$ cat config.mk
export PLATFORM = sky130hd
export DESIGN_NAME = bitmap_span_fill
export DESIGN_NICKNAME = d
export VERILOG_FILES = /design/src/sv/bsf_pkg.sv /design/src/sv/bsf_datapath.sv /design/src/sv/bsf_ctrl.sv /design/src/sv/bitmap_span_fill.sv
export SDC_FILE = /design/constraint.sdc
export NUM_CORES = 1
export LEC_CHECK = 0
export BUFFER_PORTS_ARGS = -buffer_cell sky130_fd_sc_hd__clkbuf_2
export CAP_MARGIN = 20
export CORE_ASPECT_RATIO = 0.8
export CORE_MARGIN = 3
export CORE_UTILIZATION = 34
export CTS_BUF_LIST = sky130_fd_sc_hd__clkbuf_4 sky130_fd_sc_hd__clkbuf_8
export CTS_CLUSTER_SIZE = 30
export DETAILED_ROUTE_END_ITERATION = 10
export GPL_ROUTABILITY_DRIVEN = 0
export PLACE_DENSITY = 0.62
export SLEW_MARGIN = 20
export SYNTH_ARGS = -nofsm -noshare
export SYNTH_HDL_FRONTEND = slang
export SYNTH_SLANG_ARGS = --single-unit
$ cat constraint.sdc
create_clock -name clk -period 4.8 [get_ports clk]
set_clock_uncertainty 0.05 [all_clocks]
set_input_delay 0.48 -clock clk [delete_from_list [all_inputs] [get_ports clk]]
set_output_delay 0.48 -clock clk [all_outputs]
set_load 0.005 [all_outputs]
$ cat src/sv/bsf_pkg.sv
package bsf_pkg;

	// Field widths
	localparam int XW    = 9;
	localparam int ROWW  = 8;
	localparam int RBW   = 7;
	localparam int ADDRW = 14;
	localparam int MASKW = 8;
	localparam int COLW  = XW - 3;

	// Bitmap limits
	localparam int MAX_ROW_BYTES = 64;
	localparam int MAX_ROWS      = 256;
	localparam logic [RBW-1:0] ROW_BYTES_RST = RBW'(64);

	localparam logic [MASKW-1:0] FULL_MASK = 8'hFF;

	// Stream packing
	localparam int S_TDATA_W = 32;
	localparam int M_TDATA_W = 24;

	typedef struct packed {
		logic load;   // capture a new span
		logic calc;   // compute base address and error
		logic step;   // advance to the next column byte
	} bsf_cmd_t;

	typedef struct packed {
		logic last;   // current request is the final one of the span
	} bsf_status_t;

endpackage

$ cat src/sv/bsf_datapath.sv
module bsf_datapath #(
	parameter int MAX_ROW_BYTES = bsf_pkg::MAX_ROW_BYTES,
	parameter int MAX_ROWS      = bsf_pkg::MAX_ROWS
) (
	input  logic                          clk,
	input  logic                          arst_n,
	input  logic                          cfg_wen,
	input  logic [bsf_pkg::RBW-1:0]       cfg_wdata,
	input  bsf_pkg::bsf_cmd_t             cmd,
	output bsf_pkg::bsf_status_t          status,
	input  logic [bsf_pkg::XW-1:0]        x_start,
	input  logic [bsf_pkg::XW-1:0]        x_end,
	input  logic [bsf_pkg::ROWW-1:0]      row,
	output logic [bsf_pkg::ADDRW-1:0]     byte_address,
	output logic [bsf_pkg::MASKW-1:0]     or_mask,
	output logic                          last_write,
	output logic                          span_error
);

	logic [bsf_pkg::RBW-1:0]   row_bytes_q;
	logic [bsf_pkg::XW-1:0]    xs_q;
	logic [bsf_pkg::XW-1:0]    xe_q;
	logic [bsf_pkg::ROWW-1:0]  row_q;
	logic [bsf_pkg::RBW-1:0]   rb_q;
	logic [bsf_pkg::ADDRW-1:0] base_q;
	logic                      err_q;
	logic [bsf_pkg::COLW-1:0]  col_q;

	logic [bsf_pkg::RBW-1:0]   rb_clamp;
	logic [3:0]                last_sh;
	logic [bsf_pkg::MASKW-1:0] first_mask;
	logic [bsf_pkg::MASKW-1:0] last_mask;
	logic                      at_first;
	logic                      at_last;
	logic                      bad;

	always_ff @(posedge clk or negedge arst_n) begin
		if (!arst_n) begin
			row_bytes_q <= bsf_pkg::ROW_BYTES_RST;
		end else if (cfg_wen) begin
			row_bytes_q <= cfg_wdata;
		end
	end

	assign rb_clamp = (row_bytes_q > bsf_pkg::RBW'(MAX_ROW_BYTES)) ?
			bsf_pkg::RBW'(MAX_ROW_BYTES) : row_bytes_q;

	// xe >= rb*8 is the same as xe's byte index >= rb
	assign bad = (xs_q > xe_q)
			|| ({1'b0, xe_q[bsf_pkg::XW-1:3]} >= rb_q)
			|| ({5'd0, row_q} >= 13'(MAX_ROWS));

	always_ff @(posedge clk) begin
		if (cmd.load) begin
			xs_q  <= x_start;
			xe_q  <= x_end;
			row_q <= row;
			rb_q  <= rb_clamp;
		end
		if (cmd.calc) begin
			base_q <= bsf_pkg::ADDRW'(row_q * rb_q);
			err_q  <= bad;
			col_q  <= xs_q[bsf_pkg::XW-1:3];
		end else if (cmd.step) begin
			col_q  <= col_q + bsf_pkg::COLW'(1);
		end
	end

	assign last_sh    = {1'b0, xe_q[2:0]} + 4'd1;
	assign first_mask = bsf_pkg::FULL_MASK >> xs_q[2:0];
	assign last_mask  = ~(bsf_pkg::FULL_MASK >> last_sh);
	assign at_first   = (col_q == xs_q[bsf_pkg::XW-1:3]);
	assign at_last    = (col_q == xe_q[bsf_pkg::XW-1:3]);

	always_comb begin
		if (err_q) begin
			byte_address = '0;
			or_mask      = '0;
		end else begin
			byte_address = bsf_pkg::ADDRW'(base_q + bsf_pkg::ADDRW'(col_q));
			or_mask      = bsf_pkg::FULL_MASK
					& (at_first ? first_mask : bsf_pkg::FULL_MASK)
					& (at_last ? last_mask : bsf_pkg::FULL_MASK);
		end
	end

	assign last_write  = err_q | at_last;
	assign span_error  = err_q;
	assign status.last = last_write;

endmodule

$ cat src/sv/bsf_ctrl.sv
module bsf_ctrl (
	input  logic                 clk,
	input  logic                 arst_n,
	input  logic                 in_valid,
	output logic                 in_ready,
	output logic                 out_valid,
	input  logic                 out_ready,
	input  bsf_pkg::bsf_status_t status,
	output bsf_pkg::bsf_cmd_t    cmd
);

	typedef enum logic [2:0] {
		ST_IDLE = 3'b001,
		ST_CALC = 3'b010,
		ST_EMIT = 3'b100
	} state_t;

	state_t state_q;
	state_t state_d;

	always_comb begin
		state_d   = state_q;
		in_ready  = 1'b0;
		out_valid = 1'b0;
		cmd       = '0;
		case (state_q)
			ST_IDLE: begin
				in_ready = 1'b1;
				if (in_valid) begin
					cmd.load = 1'b1;
					state_d  = ST_CALC;
				end
			end
			ST_CALC: begin
				cmd.calc = 1'b1;
				state_d  = ST_EMIT;
			end
			ST_EMIT: begin
				out_valid = 1'b1;
				if (out_ready) begin
					if (status.last) begin
						state_d = ST_IDLE;
					end else begin
						cmd.step = 1'b1;
					end
				end
			end
			default: begin
				state_d = ST_IDLE;
			end
		endcase
	end

	always_ff @(posedge clk or negedge arst_n) begin
		if (!arst_n) begin
			state_q <= ST_IDLE;
		end else begin
			state_q <= state_d;
		end
	end

endmodule

$ cat src/sv/bitmap_span_fill.sv
// Horizontal span fill for a 1 bpp bitmap (MSB of each byte = leftmost pixel).
// Each request on the slave stream is one span (x_start..x_end inclusive on
// one row); the block answers with one byte write request per covered byte,
// left to right: byte_address = row * row_bytes + x/8 and an OR mask with
// edge trimming on the first and last byte (both edges when the span sits in
// one byte). tlast marks the final write of the span. A span with start after
// end, an end at or past row_bytes*8 pixels, or a row index at or past
// MAX_ROWS yields one request with tuser=1, tlast=1, address and mask 0.
// row_bytes resets to 64 and is clamped to MAX_ROW_BYTES; write it only
// while idle.
// Flow: one span is handled at a time. After a span is taken it passes through
// the address multiply state (row * row_bytes), then emits one write per cycle
// while the master side is ready. The controller walks the column counter; the
// stream sides are not overlapped.
module bitmap_span_fill #(
	parameter int MAX_ROW_BYTES = bsf_pkg::MAX_ROW_BYTES,
	parameter int MAX_ROWS      = bsf_pkg::MAX_ROWS
) (
	input  logic                                clk,
	input  logic                                arst_n,
	// row_bytes register write
	input  logic                                cfg_wen,
	input  logic [bsf_pkg::RBW-1:0]             cfg_wdata,
	// span request in
	input  logic                                s_axis_tvalid,
	output logic                                s_axis_tready,
	// [8:0] x_start, [17:9] x_end, [25:18] row, [31:26] zero
	input  logic [bsf_pkg::S_TDATA_W-1:0]       s_axis_tdata,
	// byte write request out
	output logic                                m_axis_tvalid,
	input  logic                                m_axis_tready,
	// [13:0] byte_address, [21:14] or_mask, [23:22] zero
	output logic [bsf_pkg::M_TDATA_W-1:0]       m_axis_tdata,
	output logic                                m_axis_tlast,  // last_write
	output logic                                m_axis_tuser   // span_error
);

	bsf_pkg::bsf_cmd_t         cmd;
	bsf_pkg::bsf_status_t      status;
	logic [bsf_pkg::ADDRW-1:0] byte_address;
	logic [bsf_pkg::MASKW-1:0] or_mask;

	bsf_ctrl u_ctrl (
		.clk       (clk),
		.arst_n    (arst_n),
		.in_valid  (s_axis_tvalid),
		.in_ready  (s_axis_tready),
		.out_valid (m_axis_tvalid),
		.out_ready (m_axis_tready),
		.status    (status),
		.cmd       (cmd)
	);

	bsf_datapath #(
		.MAX_ROW_BYTES (MAX_ROW_BYTES),
		.MAX_ROWS      (MAX_ROWS)
	) u_dp (
		.clk          (clk),
		.arst_n       (arst_n),
		.cfg_wen      (cfg_wen),
		.cfg_wdata    (cfg_wdata),
		.cmd          (cmd),
		.status       (status),
		.x_start      (s_axis_tdata[8:0]),
		.x_end        (s_axis_tdata[17:9]),
		.row          (s_axis_tdata[25:18]),
		.byte_address (byte_address),
		.or_mask      (or_mask),
		.last_write   (m_axis_tlast),
		.span_error   (m_axis_tuser)
	);

	assign m_axis_tdata = {2'b00, or_mask, byte_address};

endmodule

Word level (Yosys, flattened, before mapping)
Index checks and enable logic that the tools add are counted.
{ "classes": {"add_sub_neg": 3, "mul": 1, "n_div": 0, "order_cmp": 3, "eq_ne": 8, "n_shift": 2, "mux": 18, "bitwise_logic": 3, "n_reduce_logical": 3} }
{ "ops": {"columns": ["cell", "n"], "rows": [
  ["$mux 8", 3],
  ["$add 14x6->14", 1],
  ["$mul 8x7->14", 1],
  ["$mux 14", 1],
  ["$eq 6x6->1", 2],
  ["$mux 6", 2],
  ["$gt 9x9->1", 1],
  ["$mux 3", 3],
  ["$pmux 3 s3", 1],
  ["$and 8x8->8", 1],
  ["$mux 1", 8],
  ["$not 8->8", 1],
  ["$shr 8x3->8 const A", 1],
  ["$shr 8x4->8 const A", 1],
  ["$ge 6x7->1", 1],
  ["$gt 7x7->1 const B", 1],
  ["$add 6x1->6 const B", 1],
  ["$ne 2x2->1 const B", 3],
  ["$add 3x1->4 const B", 1],
  ["$eq 3x1->1 const B", 1],
  ["$eq 3x2->1 const B", 1],
  ["$eq 3x3->1 const B", 1],
  ["$reduce_and 3->1", 1],
  ["$reduce_bool 2->1", 1],
  ["other kinds (2)", 2]
]} }
{ "word_totals": {"ff_bits": 64, "latch_bits": 0, "ram_bits": 0, "mem_bits_ro": 0, "input_bits": 44, "out_inout_bits": 28, "wordCells": 50, "n_memories": 0} }

Longest topological paths before layout
Gate-level depths: netlist of run 1.
{ "logic_depth": {"ltp_word": 7, "depth_mapped": 15, "ltp_nobuf": 15} }

By module
Synthesis of run 1 repeated with hierarchy kept, for this count alone.
{ "unflattened": {"cells_unflattened": 473, "area_unflattened_um2": 5106.1} }
{ "modules_own_cells": {"columns": ["mod", "n_inst", "cells_per_inst", "area_each_um2", "seq_area_each_um2"], "rows": [
  ["bsf_datapath", 1, 454, 4911.0, 1798.0],
  ["bsf_ctrl", 1, 16, 176.4, 76.3],
  ["bitmap_span_fill", 1, 3, 18.8, 0.0]
]} }

Least setup slack after synthesis of run 1
OpenSTA, ideal clock, no wires.
{ "synth_path": {"path_kind": "reg2reg", "start": "reg u_dp.rb_q[6] in the netlist's numbering", "end": "reg u_dp.base_q[10] in the netlist's numbering (data pin)", "setup_time_ps": 259, "arrival_ps": 4044, "required_ps": 4491, "setup_slack_ps": 447, "stages_incl_launch_ff": 16, "n_path_buf": 1, "synth_period_minus_slack_ps": 4353, "path_cell_list": "edfxtp_1 clkbuf_1 nand2_1 fa_1 fa_1 inv_1 fa_1 inv_1 fa_1 inv_1 ha_1 o21a_2 and2_4 o21a_1 o41a_1 xor2_1"} }
{ "synth_via": {"elab_chain_cells": 1} }
{ "synth_lines": {"columns": ["element", "line", "text"], "rows": [
  ["start, declared", "bsf_datapath.sv:24", "logic [bsf_pkg::RBW-1:0] rb_q;"],
  ["start signal, assigned", "bsf_datapath.sv:58", "rb_q <= rb_clamp;"],
  ["$mul 8x7->14", "bsf_datapath.sv:61", "base_q <= bsf_pkg::ADDRW'(row_q * rb_q);"],
  ["end signal, assigned", "bsf_datapath.sv:61", null],
  ["end, declared", "bsf_datapath.sv:25", "logic [bsf_pkg::ADDRW-1:0] base_q;"]
]} }
No other way between the ends.
A chain may end at the register's enable or synchronous reset.

Final worst setup path of run 1
{ "layout_path": {"start": "reg u_dp.row_q[3] in the netlist's numbering", "end": "reg u_dp.base_q[10] in the netlist's numbering (data pin)"} }
{ "layout_via": {"elab_chain_cells": 1} }
{ "layout_lines": {"columns": ["element", "line", "text"], "rows": [
  ["start, declared", "bsf_datapath.sv:23", "logic [bsf_pkg::ROWW-1:0] row_q;"],
  ["start signal, assigned", "bsf_datapath.sv:57", "row_q <= row;"],
  ["$mul 8x7->14", "bsf_datapath.sv:61", null]
]} }
No other way between the ends.

==> run metrics, run 1 <==
antenna violations before repair 0; Reg2Reg Setup Slack 0.27 ns; Tcrit/Tclk final 0.945; Antenna diodes 0; worst setup path end u_dp.base_q[10]; register share of total power 0.257; Crit path required time 4.84 ns; final-report max-slew violation count 0; Max FO, Critical Path 7; Rows 39; RSZ-0062 raised after global routing no; WL per Instance 13.8 um; first-pass GRT wire length 16.6 mm; routed wire length 10.0 mm; Area Overhead vs Synth 15.7%; largest net degree at the start of global routing 34; Worst slew margin 0.303; measured slew at the worst slew-check pin 1.03 ns; layout cells sized above 1 0.184; cts repair resizes 0; outcome complete, no violations; GR Layer Usage met3 0.0397; register bit total from synthesis 64; Post-synth ARST share 0.156; 1st-iter DRT viols 183; Hold Crit Class input port to flop; crit path DAT 4.57 ns; GRT overflow 0; Synth area leader edfxtp_1; Mapped Area 5010 um^2; post-place instance area 5550 um^2; DRT Pass-1 Iters 4; GRT busiest layer met1; LEAKAGE 2.57 nW; Final HPWL DP 8.16 mm; number of synthesized flops with an enable pin 54; post-layout total power 4.04 mW; synth warn 0; Total GRT Usage 0.128; GR Util met2 0.181; CP Launch Type flop; crit path launch u_dp.row_q[3]; Crit Path Class flop to flop; final std cells w/o fill 727; antenna violation net count after detailed routing 0; Post-Syn Instances 467; Via-to-Cell Ratio 4.82; input/output buffers 63; Hold Startpoint s_axis_tdata[14]; sequential area share after synthesis 0.374; Reg clk slew, reported paths 0.07 ns; CORE AREA 14,300 um^2; met1 Use GR 0.193; R2R Path End u_dp.base_q[10]; NumNets Final 664; Synth top cells by count edfxtp_1, ha_1, and2_1, inv_1, fa_1; most frequent cell after synthesis edfxtp_1; design area 5790 um^2; routed vias 3,505; Max-Cap Viols 0; Internal Pwr Total 2.34 mW; DP Cell Count 710; P_sw 1.71 mW; Yosys cell types 52; die width 142 um; Min Clock Period, post-route 4.53 ns; # DRC 0; post-synth top area share 0.324; worst r2r src u_dp.row_q[3]; Top-Level Pins 72; clock share of power 0.133; top cells by area, synth edfxtp_1, ha_1, fa_1; clock root buffer clkbuf_8; CTS tree yes; CTS Buf Count 9; VDD IR max 392 uV; CTS sink count 64; max frequency 0.221 GHz; full die area 16,200 um^2; pwr/cell area 698 nW/um^2; R2R cell count 15; final setup fails 0; Top FF cell, synth edfxtp_1; Final Hold Viols 0; Die Y 115 um; vias in the first global route 3,332; setup total negative slack 0 ns; Logic pwr share 0.610; CP Capture Type flop; Sw Ratio 0.422; Starting Density 0.349; Mean Syn Cell Area 10.7 um^2; H-tree depth 3; Clk Latency, worst-skew pair 0.35 ns; Clock Tree Buf Depth 2
registers in the layout (all words and copies together) (netlist names):
signal	count
u_dp.base_q	14
u_dp.xe_q	9
u_dp.xs_q	9
u_dp.row_q	8
u_dp.rb_q	7
u_dp.row_bytes_q	7
u_dp.col_q	6
u_ctrl.state_q	3
u_dp.span_error	1
power groups by stage:
stage	combinational, mW	sequential, mW	clock (mW)
after global routing	2.86	1.06	0.580
after detailed placement	2.45	1.05	0
after CTS	2.49	1.04	0.552
final	2.46	1.04	0.539
after floorplan	1.92	0.988	0
after global placement	2.41	1.05	0
metrics by stage:
stage	hold WS, ns	utilization	setup slack, ns
2_1_floorplan	0.134	-	0.447
3_3_place_gp	0.302	0.387	0.293
3_5_place_dp	0.307	0.387	0.273
4_1_cts	0.235	0.404	0.249
5_1_grt	0.224	0.404	0.0996
6_report	0.252	0.404	0.266
cell families (layout without fill, tap and decap cells):
family,after synthesis,in the layout,synth area share
DFF,64,64,0.374
muxes,7,7,0.0157
xor gates and xnor gates,34,34,0.0595
AOI/OAI and AO/OA,82,82,0.107
other,1,2,0.000749
and+or+nand+nor,145,145,0.154
buffers and inverters,52,127,0.0407
adders and majority gates,82,82,0.248
layout make-up:
class | count | area, um^2
Inverter | 42 | 158
Sequential cell | 64 | 1870
Clock buffer | 13 | 173
Timing Repair Buffer | 69 | 363
Clock inverter | 3 | 63.8
Fill cell | 1422 | 8550
Multi-Input combinational cell | 352 | 2930
Tap cell | 184 | 230
routing by layer:
| metal | vias up | wire [um] |
|---|---|---|
| met5 | - | 0 |
| met4 | 0 | 71 |
| met1 | 1646 | 5100 |
| met2 | 87 | 4230 |
| li1 | 1764 | - |
| met3 | 8 | 598 |
what timing repair did:
item	in CTS	in global routing
buffers inserted	0	0
hold endpoints to repair	8	0
hold buffers	1	0
placed cells by master, fill, tap and decap left out, types with 7 or more instances in the layout:
master	Yosys	layout
clkbuf_8	0	12
nand2_1	27	27
xnor2_1	17	17
a211oi_1	10	10
edfxtp_1	54	54
ha_1	53	53
mux2_2	7	7
clkbuf_2	0	63
nor2b_1	10	10
and2_1	49	49
dfrtp_1	8	8
xor2_1	17	17
fa_1	29	29
nor2_1	27	27
inv_1	41	41
a21oi_1	18	18
o21ai_0	21	21
critical path, cell delays in order, from the launching register on:
cell and delay (ns):
edfxtp_1 0.48, and2_1 0.21, fa_1 0.53, inv_1 0.05, fa_1 0.47, inv_1 0.05
fa_1 0.54, inv_1 0.06, fa_1 0.53, inv_1 0.04, ha_1 0.33, o21a_2 0.14
and2_4 0.15, o21a_1 0.17, o41a_1 0.32, xor2_1 0.15
worst min path at each step:
stage               slack, ns                  end  cells past startpoint
global route             0.22         u_dp.xe_q[4]                      1
global placement         0.30  u_dp.row_bytes_q[0]                      1
CTS                      0.24        u_dp.row_q[7]                      1
detailed placement       0.31  u_dp.row_bytes_q[0]                      1
finish                   0.25         u_dp.xe_q[5]                      1
floorplan                0.13    u_ctrl.state_q[1]                      0
No activity file was read; power rests on OpenSTA's default activity.
==> inputs of run 2 (changes only) <==
--- a/config.mk
+++ b/config.mk
@@ -14,6 +14,7 @@
 export CTS_CLUSTER_SIZE = 30
 export DETAILED_ROUTE_END_ITERATION = 10
 export GPL_ROUTABILITY_DRIVEN = 0
+export MAX_ROUTING_LAYER = met4
 export PLACE_DENSITY = 0.62
 export SLEW_MARGIN = 20
 export SYNTH_ARGS = -nofsm -noshare
==> run 2 against run 1 <==
Net effect:
- setup slack improved by 0.00098 ns
- sequential cell count is the same
- largest power group unchanged
- clock-buffer cell count unchanged
- design area unchanged
==> run metrics, run 2 (synthesized netlist as in run 1, its figures left out) <==
pwr/cell area 698 nW/um^2 (about the same); Hold Crit Class input port to flop; first-pass GRT wire length 16.6 mm (unchanged); # Post-CTS Setup Buffers 0 (unchanged); largest net degree at the start of global routing 34 (unchanged); Worst slew margin 0.307 (+0.00401); cts repair resizes 0 (unchanged); Area Overhead vs Synth 15.7% (unchanged); Antenna diodes 0 (unchanged); R2R cell count 15 (unchanged); H-tree depth 3 (unchanged); full die area 16,200 um^2 (unchanged); CTS Buf Count 9 (unchanged); final setup fails 0 (unchanged); Starting Density 0.349 (unchanged); NumNets Final 664 (unchanged); setup total negative slack 0 ns (unchanged); RSZ-0062 raised after global routing no; Max FO, Critical Path 7 (unchanged); Final Hold Viols 0 (unchanged); CP Launch Type flop; Setup WS post-layout 0.267 ns (+0.000978 ns); measured slew at the worst slew-check pin 1.03 ns (-0.00596 ns); routed wire length 10.0 mm (+0.21%); CORE AREA 14,300 um^2 (unchanged); hold buffers post-CTS 1 (unchanged); Total GRT Usage 0.132 (+0.00379); outcome complete, no violations; Final HPWL DP 8.16 mm (unchanged); crit path DAT 4.57 ns (about the same); Layout Utilization 0.404 (unchanged); Reg clk slew, reported paths 0.07 ns (about the same); crit path launch u_dp.row_q[3]; WL per Instance 13.8 um (+0.21%); routed vias 3,505 (unchanged); Tcrit/Tclk final 0.944 (about the same); clock root buffer clkbuf_8; Hold Startpoint s_axis_tdata[25]; max frequency 0.221 GHz (about the same); Min Clock Period, post-route 4.53 ns (-0.000978 ns); Die Y 115 um (unchanged); Crit path required time 4.83 ns (about the same); Top-Level Pins 72 (unchanged); final-report max-slew violation count 0 (unchanged); DRT Pass-1 Iters 4 (unchanged); Via-to-Cell Ratio 4.82 (unchanged); GRT overflow 0 (unchanged); Crit Path Class flop to flop; Max-Cap Viols 0 (unchanged); worst r2r src u_dp.row_q[3]; Regs by FF count u_dp.base_q: 14 flops, u_dp.xe_q: 9 flops, u_dp.xs_q: 9 flops; hold slack 0.255 ns (+0.00282 ns); Rows 39 (unchanged); commonest cells after routing, fill and taps aside clkbuf_2, edfxtp_1, ha_1, and2_1, inv_1; VDD IR max 392 uV (about the same); dpl ws 0.273 ns (unchanged); Biggest register u_dp.base_q; cell depth of the worst hold path 1 (unchanged); Clk Latency, worst-skew pair 0.34 ns (about the same); LEAKAGE 2.57 nW (unchanged); antenna violation net count after detailed routing 0 (unchanged); layout cells sized above 1 0.184 (unchanged); 1st-iter DRT viols 217 (+19%); Clock Tree Buf Depth 2 (unchanged); CTS sink count 64 (unchanged); vias in the first global route 3,337 (+0.15%); commonest non-fill, non-tap cell in the layout clkbuf_2; CTS tree yes; CP Capture Type flop; input/output buffers 63 (unchanged); die width 142 um (unchanged); # DRC 0 (unchanged); antenna violations before repair 0 (unchanged); number of flip-flops in the largest register 14 (unchanged)
run 2: cell counts in the layout (fill, tap and decap cells not counted):
No cell type changed its count.
run 2: final timing paths:
| path | end | slack (ns) |
|---|---|---|
| hold / removal | u_dp.row_q[7] | 0.25 |
| setup reg to reg | u_dp.base_q[10] | 0.27 |
| setup / recovery | u_dp.base_q[10] | 0.27 |
| max in group asynchronous | u_ctrl.state_q[0] | 3.95 |
| min in group asynchronous | u_dp.row_bytes_q[4] | 0.47 |
| hold reg to reg | u_dp.row_bytes_q[4] | 0.45 |
run 2: worst max-delay path: stages, from the launching register on:
cell,delay (ns)
edfxtp_1,0.48
and2_1,0.21
fa_1,0.53
inv_1,0.05
fa_1,0.47
inv_1,0.05
fa_1,0.54
inv_1,0.06
fa_1,0.53
inv_1,0.04
ha_1,0.33
o21a_2,0.14
and2_4,0.15
o21a_1,0.17
o41a_1,0.32
xor2_1,0.15
run 2: where the power goes:
part	switching (mW)	leakage, nW	internal (mW)
registers	0.153	0.620	0.887
logic	1.35	1.83	1.11
clock network	0.198	0.121	0.339
total	1.70	2.57	2.34
run 2: layout make-up:
cell class                 instances  area, um^2
clock buffer                      13         173
clock inverter                     3        63.8
fill                            1422        8550
inverter                          42         158
multi-input combinational        352        2930
sequential                        64        1870
tap                              184         230
timing repair buffer              69         363
run 2: layer usage:
metal / wire length, um / vias up / track usage
met4: 77 / 0 / 0.0269
met1: 5240 / 1653 / 0.193
li1: - / 1762 / -
met2: 4230 / 83 / 0.181
met3: 468 / 7 / 0.0388
met5: 0 / - / -
run 2: stage by stage:
step	power, mW	instances	area, um^2
3_5_place_dp	3.51	710	5550
3_3_place_gp	3.45	710	5550
2_1_floorplan	2.91	468	5010
5_1_grt	4.51	727	5790
4_1_cts	4.08	727	5790
6_report	4.04	727	5790
